**src/sv/rrts_pkg.sv**
```systemverilog
// ----------------------------------------------------------------------------
// rrts_pkg
// Shared types and codes for the round-robin task switcher.
// ----------------------------------------------------------------------------
package rrts_pkg;

   localparam int NUM_SLOTS_DEF = 16;

   localparam int CMD_W    = 2;
   localparam int TARGET_W = 4;
   localparam int STATUS_W = 3;
   localparam int SLOT_O_W = 4;
   localparam int SLOT_ST_W = 2;

   typedef enum logic [CMD_W-1:0] {
      CMD_ADMIT = 2'd0,
      CMD_TICK  = 2'd1,
      CMD_YIELD = 2'd2,
      CMD_EXIT  = 2'd3
   } cmd_type;

   typedef enum logic [SLOT_ST_W-1:0] {
      SLOT_EMPTY      = 2'd0,
      SLOT_READY      = 2'd1,
      SLOT_RUNNING    = 2'd2,
      SLOT_TERMINATED = 2'd3
   } slot_st_type;

   typedef enum logic [STATUS_W-1:0] {
      RES_SWITCHED   = 3'd0,
      RES_NONE_READY = 3'd1,
      RES_KERNEL     = 3'd2,
      RES_ADMITTED   = 3'd3,
      RES_REFUSED    = 3'd4
   } result_type;

   typedef enum logic [3:0] {
      S_IDLE,
      S_ADM_CHK,
      S_CUR_CHK,
      S_SCAN,
      S_WR_OLD,
      S_WR_NEW,
      S_DONE
   } state_type;

endpackage

```
**src/sv/rrts_ram.sv**
```systemverilog
// ----------------------------------------------------------------------------
// rrts_ram
// Generic single-write, single-read RAM with registered read data.
// ----------------------------------------------------------------------------
module rrts_ram #(
   parameter int WIDTH = 2,
   parameter int DEPTH = 16
) (
   input  logic                     clock,
   input  logic                     wr_en,
   input  logic [$clog2(DEPTH)-1:0] wr_addr,
   input  logic [WIDTH-1:0]         wr_data,
   input  logic [$clog2(DEPTH)-1:0] rd_addr,
   output logic [WIDTH-1:0]         rd_data
);

   logic [WIDTH-1:0] mem_ff [DEPTH];
   logic [WIDTH-1:0] rd_data_ff;

   always_ff @(posedge clock) begin
      if (wr_en) begin
         mem_ff[wr_addr] <= wr_data;
      end
      rd_data_ff <= mem_ff[rd_addr];
   end

   assign rd_data = rd_data_ff;

endmodule

```
**src/sv/round_robin_task_switcher_core.sv**
```systemverilog
// ----------------------------------------------------------------------------
// round_robin_task_switcher_core
// Round-robin task switcher: slot status table, scan cursor, running slot.
// ----------------------------------------------------------------------------
// throughput: one item at a time; the slot scan reads one table entry per
//    cycle through the single read port of the status ram
// reset: synchronous; all slots empty, cursor 0, no running task
// ----------------------------------------------------------------------------
module round_robin_task_switcher_core #(
   parameter int NUM_SLOTS = rrts_pkg::NUM_SLOTS_DEF
) (
   input  logic                          clock,
   input  logic                          reset,
   input  logic                          req_valid,
   output logic                          req_stall,
   input  logic [rrts_pkg::CMD_W-1:0]    req_command,
   input  logic                          req_from_user,
   input  logic [rrts_pkg::TARGET_W-1:0] req_target_slot,
   output logic                          rsp_valid,
   input  logic                          rsp_stall,
   output logic [rrts_pkg::STATUS_W-1:0] rsp_status,
   output logic [rrts_pkg::SLOT_O_W-1:0] rsp_next_slot,
   output logic [rrts_pkg::SLOT_O_W-1:0] rsp_prev_slot,
   output logic                          rsp_prev_valid,
   output logic                          rsp_prev_saved
);

   import rrts_pkg::*;

   localparam int SLOT_W = $clog2(NUM_SLOTS);
   localparam int WIDE_W = (SLOT_W > TARGET_W) ? SLOT_W : TARGET_W;
   localparam int CNT_W  = $clog2(NUM_SLOTS + 1);

   function automatic logic [SLOT_O_W-1:0] to_out(input logic [SLOT_W-1:0] s);
      logic [WIDE_W-1:0] w;
      w = WIDE_W'(s);
      return w[SLOT_O_W-1:0];
   endfunction

   function automatic logic [SLOT_W-1:0] to_idx(input logic [TARGET_W-1:0] t);
      logic [WIDE_W-1:0] w;
      w = WIDE_W'(t);
      return w[SLOT_W-1:0];
   endfunction

   function automatic logic [SLOT_W-1:0] wrap_inc(input logic [SLOT_W-1:0] s);
      logic [SLOT_W-1:0] r;
      if (s == SLOT_W'(NUM_SLOTS - 1)) begin
         r = '0;
      end else begin
         r = s + 1'b1;
      end
      return r;
   endfunction

   // control state
   state_type              state_ff, state_in;
   logic [NUM_SLOTS-1:0]   valid_ff, valid_in;
   logic [SLOT_W-1:0]      cursor_ff, cursor_in;
   logic [SLOT_W-1:0]      run_slot_ff, run_slot_in;
   logic                   run_valid_ff, run_valid_in;
   logic                   rsp_valid_ff, rsp_valid_in;
   logic [CNT_W-1:0]       issue_cnt_ff, issue_cnt_in;
   logic                   chk_valid_ff, chk_valid_in;

   // payload state
   cmd_type                cmd_ff, cmd_in;
   logic [SLOT_W-1:0]      target_ff, target_in;
   slot_st_type            cur_st_ff, cur_st_in;
   logic [SLOT_W-1:0]      scan_addr_ff, scan_addr_in;
   logic [SLOT_W-1:0]      chk_addr_ff, chk_addr_in;
   logic [SLOT_W-1:0]      hit_slot_ff, hit_slot_in;
   logic [SLOT_W-1:0]      rd_addr_ff;
   result_type             res_status_ff, res_status_in;
   logic [SLOT_O_W-1:0]    res_next_ff, res_next_in;
   logic [SLOT_O_W-1:0]    res_prev_ff, res_prev_in;
   logic                   res_pv_ff, res_pv_in;
   logic                   res_saved_ff, res_saved_in;
   logic [STATUS_W-1:0]    rsp_status_ff, rsp_status_in;
   logic [SLOT_O_W-1:0]    rsp_next_ff, rsp_next_in;
   logic [SLOT_O_W-1:0]    rsp_prev_ff, rsp_prev_in;
   logic                   rsp_pv_ff, rsp_pv_in;
   logic                   rsp_saved_ff, rsp_saved_in;

   // ram port
   logic                   ram_we;
   logic [SLOT_W-1:0]      ram_waddr;
   logic [SLOT_ST_W-1:0]   ram_wdata;
   logic [SLOT_W-1:0]      ram_raddr;
   logic [SLOT_ST_W-1:0]   ram_rdata;

   // shared decode
   logic                   accept;
   logic                   target_ok;
   logic                   user_tick;
   slot_st_type            rd_st;
   logic                   scan_hit;
   logic                   scan_end;
   logic                   out_free;

   rrts_ram #(
      .WIDTH (SLOT_ST_W),
      .DEPTH (NUM_SLOTS)
   ) u_status_ram (
      .clock   (clock),
      .wr_en   (ram_we),
      .wr_addr (ram_waddr),
      .wr_data (ram_wdata),
      .rd_addr (ram_raddr),
      .rd_data (ram_rdata)
   );

   assign req_stall = (state_ff != S_IDLE);
   assign accept    = req_valid && (state_ff == S_IDLE);
   assign target_ok = 32'(req_target_slot) < 32'(NUM_SLOTS);
   assign user_tick = (cmd_type'(req_command) != CMD_TICK) || req_from_user;
   assign rd_st     = valid_ff[rd_addr_ff] ? slot_st_type'(ram_rdata) : SLOT_EMPTY;
   assign scan_hit  = chk_valid_ff && (rd_st == SLOT_READY) &&
                      !(run_valid_ff && (chk_addr_ff == run_slot_ff));
   assign scan_end  = !chk_valid_ff && (issue_cnt_ff == CNT_W'(NUM_SLOTS));
   assign out_free  = !rsp_valid_ff || !rsp_stall;

   // next state
   always_comb begin
      state_in = state_ff;
      case (state_ff)
         S_IDLE: begin
            if (accept) begin
               if (cmd_type'(req_command) == CMD_ADMIT) begin
                  state_in = target_ok ? S_ADM_CHK : S_DONE;
               end else if (!user_tick) begin
                  state_in = S_DONE;
               end else begin
                  state_in = S_CUR_CHK;
               end
            end
         end
         S_ADM_CHK: state_in = S_DONE;
         S_CUR_CHK: state_in = S_SCAN;
         S_SCAN: begin
            if (scan_hit) begin
               state_in = S_WR_OLD;
            end else if (scan_end) begin
               state_in = S_DONE;
            end
         end
         S_WR_OLD: state_in = S_WR_NEW;
         S_WR_NEW: state_in = S_DONE;
         S_DONE: begin
            if (out_free) begin
               state_in = S_IDLE;
            end
         end
         default: state_in = S_IDLE;
      endcase
   end

   // datapath and ram control
   always_comb begin
      valid_in      = valid_ff;
      cursor_in     = cursor_ff;
      run_slot_in   = run_slot_ff;
      run_valid_in  = run_valid_ff;
      issue_cnt_in  = issue_cnt_ff;
      chk_valid_in  = 1'b0;
      cmd_in        = cmd_ff;
      target_in     = target_ff;
      cur_st_in     = cur_st_ff;
      scan_addr_in  = scan_addr_ff;
      chk_addr_in   = chk_addr_ff;
      hit_slot_in   = hit_slot_ff;
      res_status_in = res_status_ff;
      res_next_in   = res_next_ff;
      res_prev_in   = res_prev_ff;
      res_pv_in     = res_pv_ff;
      res_saved_in  = res_saved_ff;
      rsp_valid_in  = rsp_valid_ff && rsp_stall;
      rsp_status_in = rsp_status_ff;
      rsp_next_in   = rsp_next_ff;
      rsp_prev_in   = rsp_prev_ff;
      rsp_pv_in     = rsp_pv_ff;
      rsp_saved_in  = rsp_saved_ff;
      ram_we        = 1'b0;
      ram_waddr     = run_slot_ff;
      ram_wdata     = SLOT_READY;
      ram_raddr     = run_slot_ff;

      case (state_ff)
         S_IDLE: begin
            ram_raddr = to_idx(req_target_slot);
            if (accept) begin
               cmd_in        = cmd_type'(req_command);
               target_in     = to_idx(req_target_slot);
               res_prev_in   = run_valid_ff ? to_out(run_slot_ff) : '0;
               res_pv_in     = run_valid_ff;
               res_next_in   = '0;
               res_saved_in  = 1'b0;
               res_status_in = RES_REFUSED;
               if (cmd_type'(req_command) != CMD_ADMIT) begin
                  ram_raddr     = run_slot_ff;
                  res_status_in = RES_KERNEL;
               end
            end
         end
         S_ADM_CHK: begin
            if ((rd_st == SLOT_EMPTY) || (rd_st == SLOT_TERMINATED)) begin
               ram_we        = 1'b1;
               ram_waddr     = target_ff;
               ram_wdata     = SLOT_READY;
               res_status_in = RES_ADMITTED;
            end else begin
               res_status_in = RES_REFUSED;
            end
         end
         S_CUR_CHK: begin
            cur_st_in = rd_st;
            if ((cmd_ff == CMD_EXIT) && run_valid_ff) begin
               cur_st_in = SLOT_TERMINATED;
               ram_we    = 1'b1;
               ram_waddr = run_slot_ff;
               ram_wdata = SLOT_TERMINATED;
            end
            scan_addr_in = wrap_inc(cursor_ff);
            issue_cnt_in = '0;
         end
         S_SCAN: begin
            ram_raddr = scan_addr_ff;
            if (issue_cnt_ff != CNT_W'(NUM_SLOTS)) begin
               chk_valid_in = 1'b1;
               chk_addr_in  = scan_addr_ff;
               scan_addr_in = wrap_inc(scan_addr_ff);
               issue_cnt_in = issue_cnt_ff + 1'b1;
            end
            if (scan_hit) begin
               chk_valid_in = 1'b0;
               hit_slot_in  = chk_addr_ff;
            end else if (scan_end) begin
               res_status_in = RES_NONE_READY;
               res_next_in   = '0;
               if (cmd_ff == CMD_EXIT) begin
                  run_valid_in = 1'b0;
               end
            end
         end
         S_WR_OLD: begin
            if (run_valid_ff && (cur_st_ff == SLOT_RUNNING)) begin
               ram_we       = 1'b1;
               ram_waddr    = run_slot_ff;
               ram_wdata    = SLOT_READY;
               res_saved_in = 1'b1;
            end
         end
         S_WR_NEW: begin
            ram_we        = 1'b1;
            ram_waddr     = hit_slot_ff;
            ram_wdata     = SLOT_RUNNING;
            run_slot_in   = hit_slot_ff;
            run_valid_in  = 1'b1;
            cursor_in     = hit_slot_ff;
            res_status_in = RES_SWITCHED;
            res_next_in   = to_out(hit_slot_ff);
         end
         S_DONE: begin
            if (out_free) begin
               rsp_valid_in  = 1'b1;
               rsp_status_in = res_status_ff;
               rsp_next_in   = res_next_ff;
               rsp_prev_in   = res_prev_ff;
               rsp_pv_in     = res_pv_ff;
               rsp_saved_in  = res_saved_ff;
            end
         end
         default: begin
         end
      endcase

      if (ram_we) begin
         valid_in[ram_waddr] = 1'b1;
      end
   end

   always_ff @(posedge clock) begin
      if (reset) begin
         state_ff     <= S_IDLE;
         valid_ff     <= '0;
         cursor_ff    <= '0;
         run_slot_ff  <= '0;
         run_valid_ff <= 1'b0;
         rsp_valid_ff <= 1'b0;
         issue_cnt_ff <= '0;
         chk_valid_ff <= 1'b0;
      end else begin
         state_ff     <= state_in;
         valid_ff     <= valid_in;
         cursor_ff    <= cursor_in;
         run_slot_ff  <= run_slot_in;
         run_valid_ff <= run_valid_in;
         rsp_valid_ff <= rsp_valid_in;
         issue_cnt_ff <= issue_cnt_in;
         chk_valid_ff <= chk_valid_in;
      end
   end

   always_ff @(posedge clock) begin
      cmd_ff        <= cmd_in;
      target_ff     <= target_in;
      cur_st_ff     <= cur_st_in;
      scan_addr_ff  <= scan_addr_in;
      chk_addr_ff   <= chk_addr_in;
      hit_slot_ff   <= hit_slot_in;
      rd_addr_ff    <= ram_raddr;
      res_status_ff <= res_status_in;
      res_next_ff   <= res_next_in;
      res_prev_ff   <= res_prev_in;
      res_pv_ff     <= res_pv_in;
      res_saved_ff  <= res_saved_in;
      rsp_status_ff <= rsp_status_in;
      rsp_next_ff   <= rsp_next_in;
      rsp_prev_ff   <= rsp_prev_in;
      rsp_pv_ff     <= rsp_pv_in;
      rsp_saved_ff  <= rsp_saved_in;
   end

   assign rsp_valid      = rsp_valid_ff;
   assign rsp_status     = rsp_status_ff;
   assign rsp_next_slot  = rsp_next_ff;
   assign rsp_prev_slot  = rsp_prev_ff;
   assign rsp_prev_valid = rsp_pv_ff;
   assign rsp_prev_saved = rsp_saved_ff;

endmodule
```
**config.mk**
```make
export PLATFORM = sky130hd
export DESIGN_NAME = round_robin_task_switcher_core
export DESIGN_NICKNAME = d
export VERILOG_FILES = /design/src/sv/rrts_pkg.sv /design/src/sv/rrts_ram.sv /design/src/sv/round_robin_task_switcher_core.sv
export SDC_FILE = /design/constraint.sdc
export NUM_CORES = 1
export LEC_CHECK = 0
export BUFFER_PORTS_ARGS = -buffer_cell sky130_fd_sc_hd__buf_2
export CELL_PAD_IN_SITES_DETAIL_PLACEMENT = 2
export CELL_PAD_IN_SITES_GLOBAL_PLACEMENT = 2
export CORE_MARGIN = 2
export CORE_UTILIZATION = 45
export CTS_CLUSTER_DIAMETER = 80
export DETAILED_ROUTE_END_ITERATION = 10
export PLACE_DENSITY = 0.8
export SLEW_MARGIN = 10
export SYNTH_ARGS = -nofsm -noshare
export SYNTH_HDL_FRONTEND = slang
export SYNTH_HIERARCHICAL = 1
export SYNTH_SLANG_ARGS = --single-unit
export TNS_END_PERCENT = 100
```
**constraint.sdc**
```tcl
create_clock -name clock -period 5.4 [get_ports clock]
set_input_delay 0.27 -clock clock [delete_from_list [all_inputs] [get_ports clock]]
set_output_delay 0.27 -clock clock [all_outputs]
set_load 0.01 [all_outputs]
```
# After elaboration in Yosys (flattened, before gate mapping)
# Memories as Yosys holds them, arrays and structs flattened. A register that Yosys moved wholly into a read port is not among the register bits.
# Index checks and enable logic that the tools add are counted.
[totals]
wordCells = 146
output_inout_bits = 15
n_memories = 1
in_bits = 11
regBits = 82
ramBits = 32
[op_classes]
n_bitwise = 2
eq_ne = 24
mux = 51
magnitude_cmp = 3
addsub = 3
reduce_logical = 38
[memory_table]
columns = ["name", "words", "word_bits", "rd", "rd_ports_with_merged_regs", "wr", "line_no", "rtl"]
rows = [
  ["u_status_ram.mem_ff", 16, 2, 1, 1, 1, "rrts_ram.sv:17", "logic [WIDTH-1:0] mem_ff [DEPTH];"],
]
[op_table]
columns = ["op", "n"]
rows = [
  ["$mux 4", 13],
  ["$pmux 4 s2", 3],
  ["$pmux 4 s6", 1],
  ["$mux 3", 7],
  ["$or 16x16->16", 1],
  ["$mux 1", 15],
  ["$ne 2x2->1 const B", 7],
  ["$eq 4x3->1 const B", 3],
  ["$pmux 3 s4", 1],
  ["$pmux 4 s3", 1],
  ["$reduce_and 4->1", 3],
  ["$lt 4x5->1 const B", 2],
  ["$pmux 5 s2", 1],
  ["$reduce_and 2->1", 5],
  ["$logic_and 1x1->1", 9],
  ["$add 4x1->4 const B", 2],
  ["$eq 4x2->1 const B", 2],
  ["$eq 4x4->1 const B", 2],
  ["$reduce_bool 2->1", 4],
  ["$reduce_bool 4->1", 2],
  ["$eq 2x2->1 const B", 3],
  ["$reduce_and 3->1", 2],
  ["$add 5x1->5 const B", 1],
  ["$eq 5x5->1 const B", 1],
  ["other kinds (22)", 30],
]

# Logic depth before layout (Yosys ltp)
[logic_depth]
ltp_word = 12
ltp_mapped = 11
depth_no_buf = 11

# Cells and area by module
# Netlist, hierarchy kept.
[modules_own_cells]
columns = ["mod", "instances", "area_each_um2", "cells_per_inst", "seq_area_each_um2"]
rows = [
  ["round_robin_task_switcher_core", 1, 3608.5, 328, 2082.0],
  ["rrts_ram", 1, 1380.1, 78, 1001.0],
]

# Least setup slack after synthesis
# Ideal clock, no wire load.
[synth_path]
path_kind = "register to register"
from = "register rd_addr_ff[0]"
to = "memory u_status_ram.mem_ff[0][0], enable pin"
synth_period_minus_slack_ps = 3347
path_stages_with_launch = 10
setup_time_ps = 329
n_path_buf = 0
required_time_ps = 5071
path_slack_ps = 2053
arrival_time_ps = 3019
cell_sequence = "dfxtp_1 > mux4_1 > mux4_2 > nand2b_4 > ha_1 > o21ai_2 > a21oi_1 > inv_1 > or3b_2 > nor3_1"
[synth_via]
word_cells_on_any_way = 12
classes_between = "eq/ne: 1; mux: 9; reduce/logical: 2"
[synth_lines]
columns = ["element", "line_no", "rtl"]
rows = [
  ["start: declaration", "round_robin_task_switcher_core.sv:73", "logic [SLOT_W-1:0] rd_addr_ff;"],
  ["start signal: assignment", "round_robin_task_switcher_core.sv:311", "rd_addr_ff <= ram_raddr;"],
  ["$bmux 1 s4 *", "round_robin_task_switcher_core.sv:117", "assign rd_st = valid_ff[rd_addr_ff] ? slot_st_type'(ram_rdata) : SLOT_EMPTY;"],
  ["$mux 1 (implied by the code) *", "round_robin_task_switcher_core.sv:117", ""],
  ["$mux 2 *", "round_robin_task_switcher_core.sv:117", ""],
  ["$eq 2x2->1 or $logic_not 2->1 (tied branches)", "round_robin_task_switcher_core.sv:206", "if ((rd_st == SLOT_EMPTY) || (rd_st == SLOT_TERMINATED)) begin"],
  ["$logic_or 1x1->1 *", "round_robin_task_switcher_core.sv:206", ""],
  ["$mux 4 *", "round_robin_task_switcher_core.sv:206", ""],
  ["$pmux 4 s2 *", "round_robin_task_switcher_core.sv:188", "case (state_ff)"],
  ["via ram_waddr[2]", "round_robin_task_switcher_core.sv:87", "logic [SLOT_W-1:0] ram_waddr;"],
  ["end: declaration", "rrts_ram.sv:17", ""],
]
# The timed path passes the listed nets; every way through them passes the cells marked *. The select of a mux whose other input is x is not followed.

# Final worst setup path
[layout_path]
from = "register rd_addr_ff[0]"
to = "memory u_status_ram.mem_ff[15][0], enable pin"
# The elaborated chain is that of the path after synthesis.

==> reports/qor.txt <==
Largest net degree at the start of global routing = 35
Die H = 109.3 um
Row cnt = 38
Yosys cell types = 53
FF-to-FF path depth = 10
Clock Tree Buf Depth = 2
Worst-path cell chain = mux4_1, mux4_2, nand2b_4, ha_1, nand3b_1, a21oi_1, a21oi_1, inv_1, nand2_1, nor2_1
DR vias/cell = 6.212
Via Count = 3,696
Share of cells above drive strength 1 = 16.08%
Worst hold slack = 70.64 ps
Fmax = 236.4 MHz
Seq/Total Area, Yosys = 61.80%
DIE WIDTH = 109.3 um
CTS sink cnt = 115
Post-CTS Resized = 0
Synth Instances = 406
Final setup viols = 0
Clk Latency, worst-skew pair = 530 ps
Outcome = finished clean
Antenna violations before repair = 2
Num CTS Buffers = 17
Mapped Nets = 422
Worst clock skew = 12.35 ps
WP depth = 10
M1 WL = 7221 um
Metal3 WL = 1017 um
Routed met2 length = 8890 um
Synth warn = 6
Full die area = 11,940 um2
Number of global-route vias before repair = 4,055
Nets = 457
Input/output buffers = 25
Max_slew headroom = 35.77%
H-tree lvl count = 4
RSZ-0062 raised after global routing = no
Maximum vdd drop = 0.2512 mV
P&R area growth vs syn = 18.11%
P_leak = 0.002158 uW
CP dominant cell by count = a21oi_1
Final Hold Fails = 0
Max-cap violation count = 0
First-pass GRT wire length = 26,190 um
All-Layer GR Usage = 31.67%
Main flop type after synthesis = edfxtp_1
CTS tree = built
DR WL/cell = 29.93 um
CP max-delay cell = mux4_1
Synth Register Bits = 115
CP bufs+invs = 1
Antenna viol nets, final = 0
Area of the multi-input gates = 1702 um2
Pwr/cell area = 526.5 nW/um2
Drt total wl = 17,810 um
Hold path cells = 3
Worst-Margin Slew = 953.3 ps
Initial Utilization = 46.02%
DR top layer = met4
Total Neg Setup Slack = 0 ps
Synthesized cell area = 4989 um2
Worst Path Required = 5590 ps
FF+latch area = 3083 um2
Drt drc = 0
Syn Area/Cell = 12.29 um2
Grt total ovfl = 0
EDFF count, synth = 78
CP peak stage delay = 650 ps
Global placement routability congestion = 0.8132
CP Capture Type = flip-flop
Root buf cell = clkbuf_8
Min Tclk post-route = 4230 ps
Hold Path Class = input port to flip-flop
Detailed placer's ending HPWL = 10,150 um
Final period util = 78.32%
CP top delay family = multiplexers
DRT iter0 DRCs = 322
Crit path kind = flip-flop to flip-flop
Clock-pin slew on the worst setup and hold paths = 60 ps
Crit start category = flip-flop
DR pass1 iterations = 4
CP Max Fanout = 9
Fin. max-slew vios = 0
Placeable Area = 10,840 um2
Final core utilization = 54.35%
Fillcell total = 1,000
Post-synth ARST share = 0%
Critical Path AT = 4420 ps
Top Ports = 26
-- per-stage QoR --
| stage | total power [uW] | cells | setup slack, ps | instance area (um2) |
|---|---|---|---|---|
| after floorplan | 1661 | 406 | 2053 | 4989 |
| after global placement | 1828 | 555 | 1816 | 5220 |
| after detailed placement | 1898 | 555 | 1565 | 5220 |
| after CTS | 3090 | 593 | 1283 | 5874 |
| after global routing | 3195 | 594 | 1072 | 5889 |
| final | 3102 | 595 | 1170 | 5892 |
-- power breakdown --
group,internal (uW),switching [uW]
logic,257,506
clock network,714,424
registers,1090,114
total,2060,1040
-- sequential cells by signal (all words and copies together), names as in the netlist, 2 cells and up --
| register | flops |
|---|---|
| u_status_ram/mem_ff | 32 |
| valid_ff | 16 |
| issue_cnt_ff | 5 |
| chk_addr_ff | 4 |
| hit_slot_ff | 4 |
| rd_addr_ff | 4 |
| res_next_ff | 4 |
| res_prev_ff | 4 |
| rsp_next_slot | 4 |
| rsp_prev_slot | 4 |
| run_slot_ff | 4 |
| scan_addr_ff | 4 |
| target_ff | 4 |
| res_status_ff | 3 |
| rsp_status | 3 |
| state_ff | 3 |
| cmd_ff | 2 |
| cur_st_ff | 2 |
| u_status_ram/rd_data | 2 |
-- worst register-to-register path: cells and delay by family (launching register included) --
family	cells	cell delay, ps
buf+inv	1	290
flops	1	470
compound gates	2	540
mux	2	1190
simple gates	4	960
fa+ha+maj	1	430
-- kinds of logic after synthesis --
kind of cell | Yosys count | share of synthesized area, %
AO/OA/AOI/OAI | 78 | 10.23
flip-flops | 115 | 61.80
adder cells (fa/ha/maj) | 5 | 1.254
buffers and inverters | 50 | 4.164
multiplexers | 17 | 7.274
XOR/XNOR | 9 | 1.580
AND/OR/NAND/NOR | 132 | 13.69
-- cell usage in the layout, fill, tap and decap left out, drive strengths merged, types with 11 or more instances in the layout --
cell and instances:
buf 29, inv 32, o21ai 11, o22ai 16, nor2 34, edfxtp 78
nand2 27, dfxtp 37, clkbuf 25, mux4 13, a21oi 25, nand3 14
-- area by class of cell --
class	count	share of cell area, %
Multi-Input combinational cell	241	28.88
Antenna cell	1	0.04247
Tap cell	140	2.973
Inverter	31	1.975
Sequential cell	115	52.33
Clock buffer	25	8.940
Timing Repair Buffer	35	3.716
Clock inverter	7	1.147
-- routing by layer --
| layer | GRT usage, % | up-vias |
|---|---|---|
| met2 | 51.42 | 146 |
| met3 | 6.995 | 52 |
| li1 | - | 1580 |
| met1 | 39.91 | 1918 |
| met4 | 16.09 | 0 |
| met5 | 0 | - |
-- Yosys cell counts (all sizes together) (3+ instances only) --
| master | number | share of area (%) |
|---|---|---|
| a21boi | 4 | 0.60 |
| a21oi | 25 | 2.5 |
| a31oi | 3 | 0.38 |
| and2 | 7 | 0.88 |
| and3 | 4 | 0.50 |
| buf | 11 | 1.2 |
| clkbuf | 8 | 0.60 |
| dfxtp | 37 | 15 |
| edfxtp | 78 | 47 |
| ha | 5 | 1.3 |
| inv | 31 | 2.3 |
| mux2i | 4 | 0.80 |
| mux4 | 13 | 6.5 |
| nand2 | 27 | 2.1 |
| nand2b | 5 | 0.78 |
| nand3 | 14 | 1.4 |
| nand3b | 7 | 1.1 |
| nand4 | 6 | 0.75 |
| nor2 | 34 | 2.6 |
| nor2b | 9 | 1.1 |
| nor3 | 10 | 1.0 |
| o21ai | 11 | 1.2 |
| o22a | 4 | 0.70 |
| o22ai | 16 | 2.0 |
| xnor2 | 5 | 0.88 |
| xor2 | 4 | 0.70 |
-- worst paths after layout --
path / startpoint / endpoint / slack, ps
max: rd_addr_ff[0] / u_status_ram/mem_ff[15][0] / 1170
min: req_valid / state_ff[1] / 70
max reg2reg: rd_addr_ff[0] / u_status_ram/mem_ff[15][0] / 1170
min reg2reg: res_prev_ff[3] / rsp_prev_slot[3] / 420
-- what timing repair did --
item / in CTS / in global routing
setup buffers: 0 / 0
endpoints found under the hold margin: 6 / 0
hold buffers: 6 / 0
Note: power is estimated with default switching activity, not from simulation.
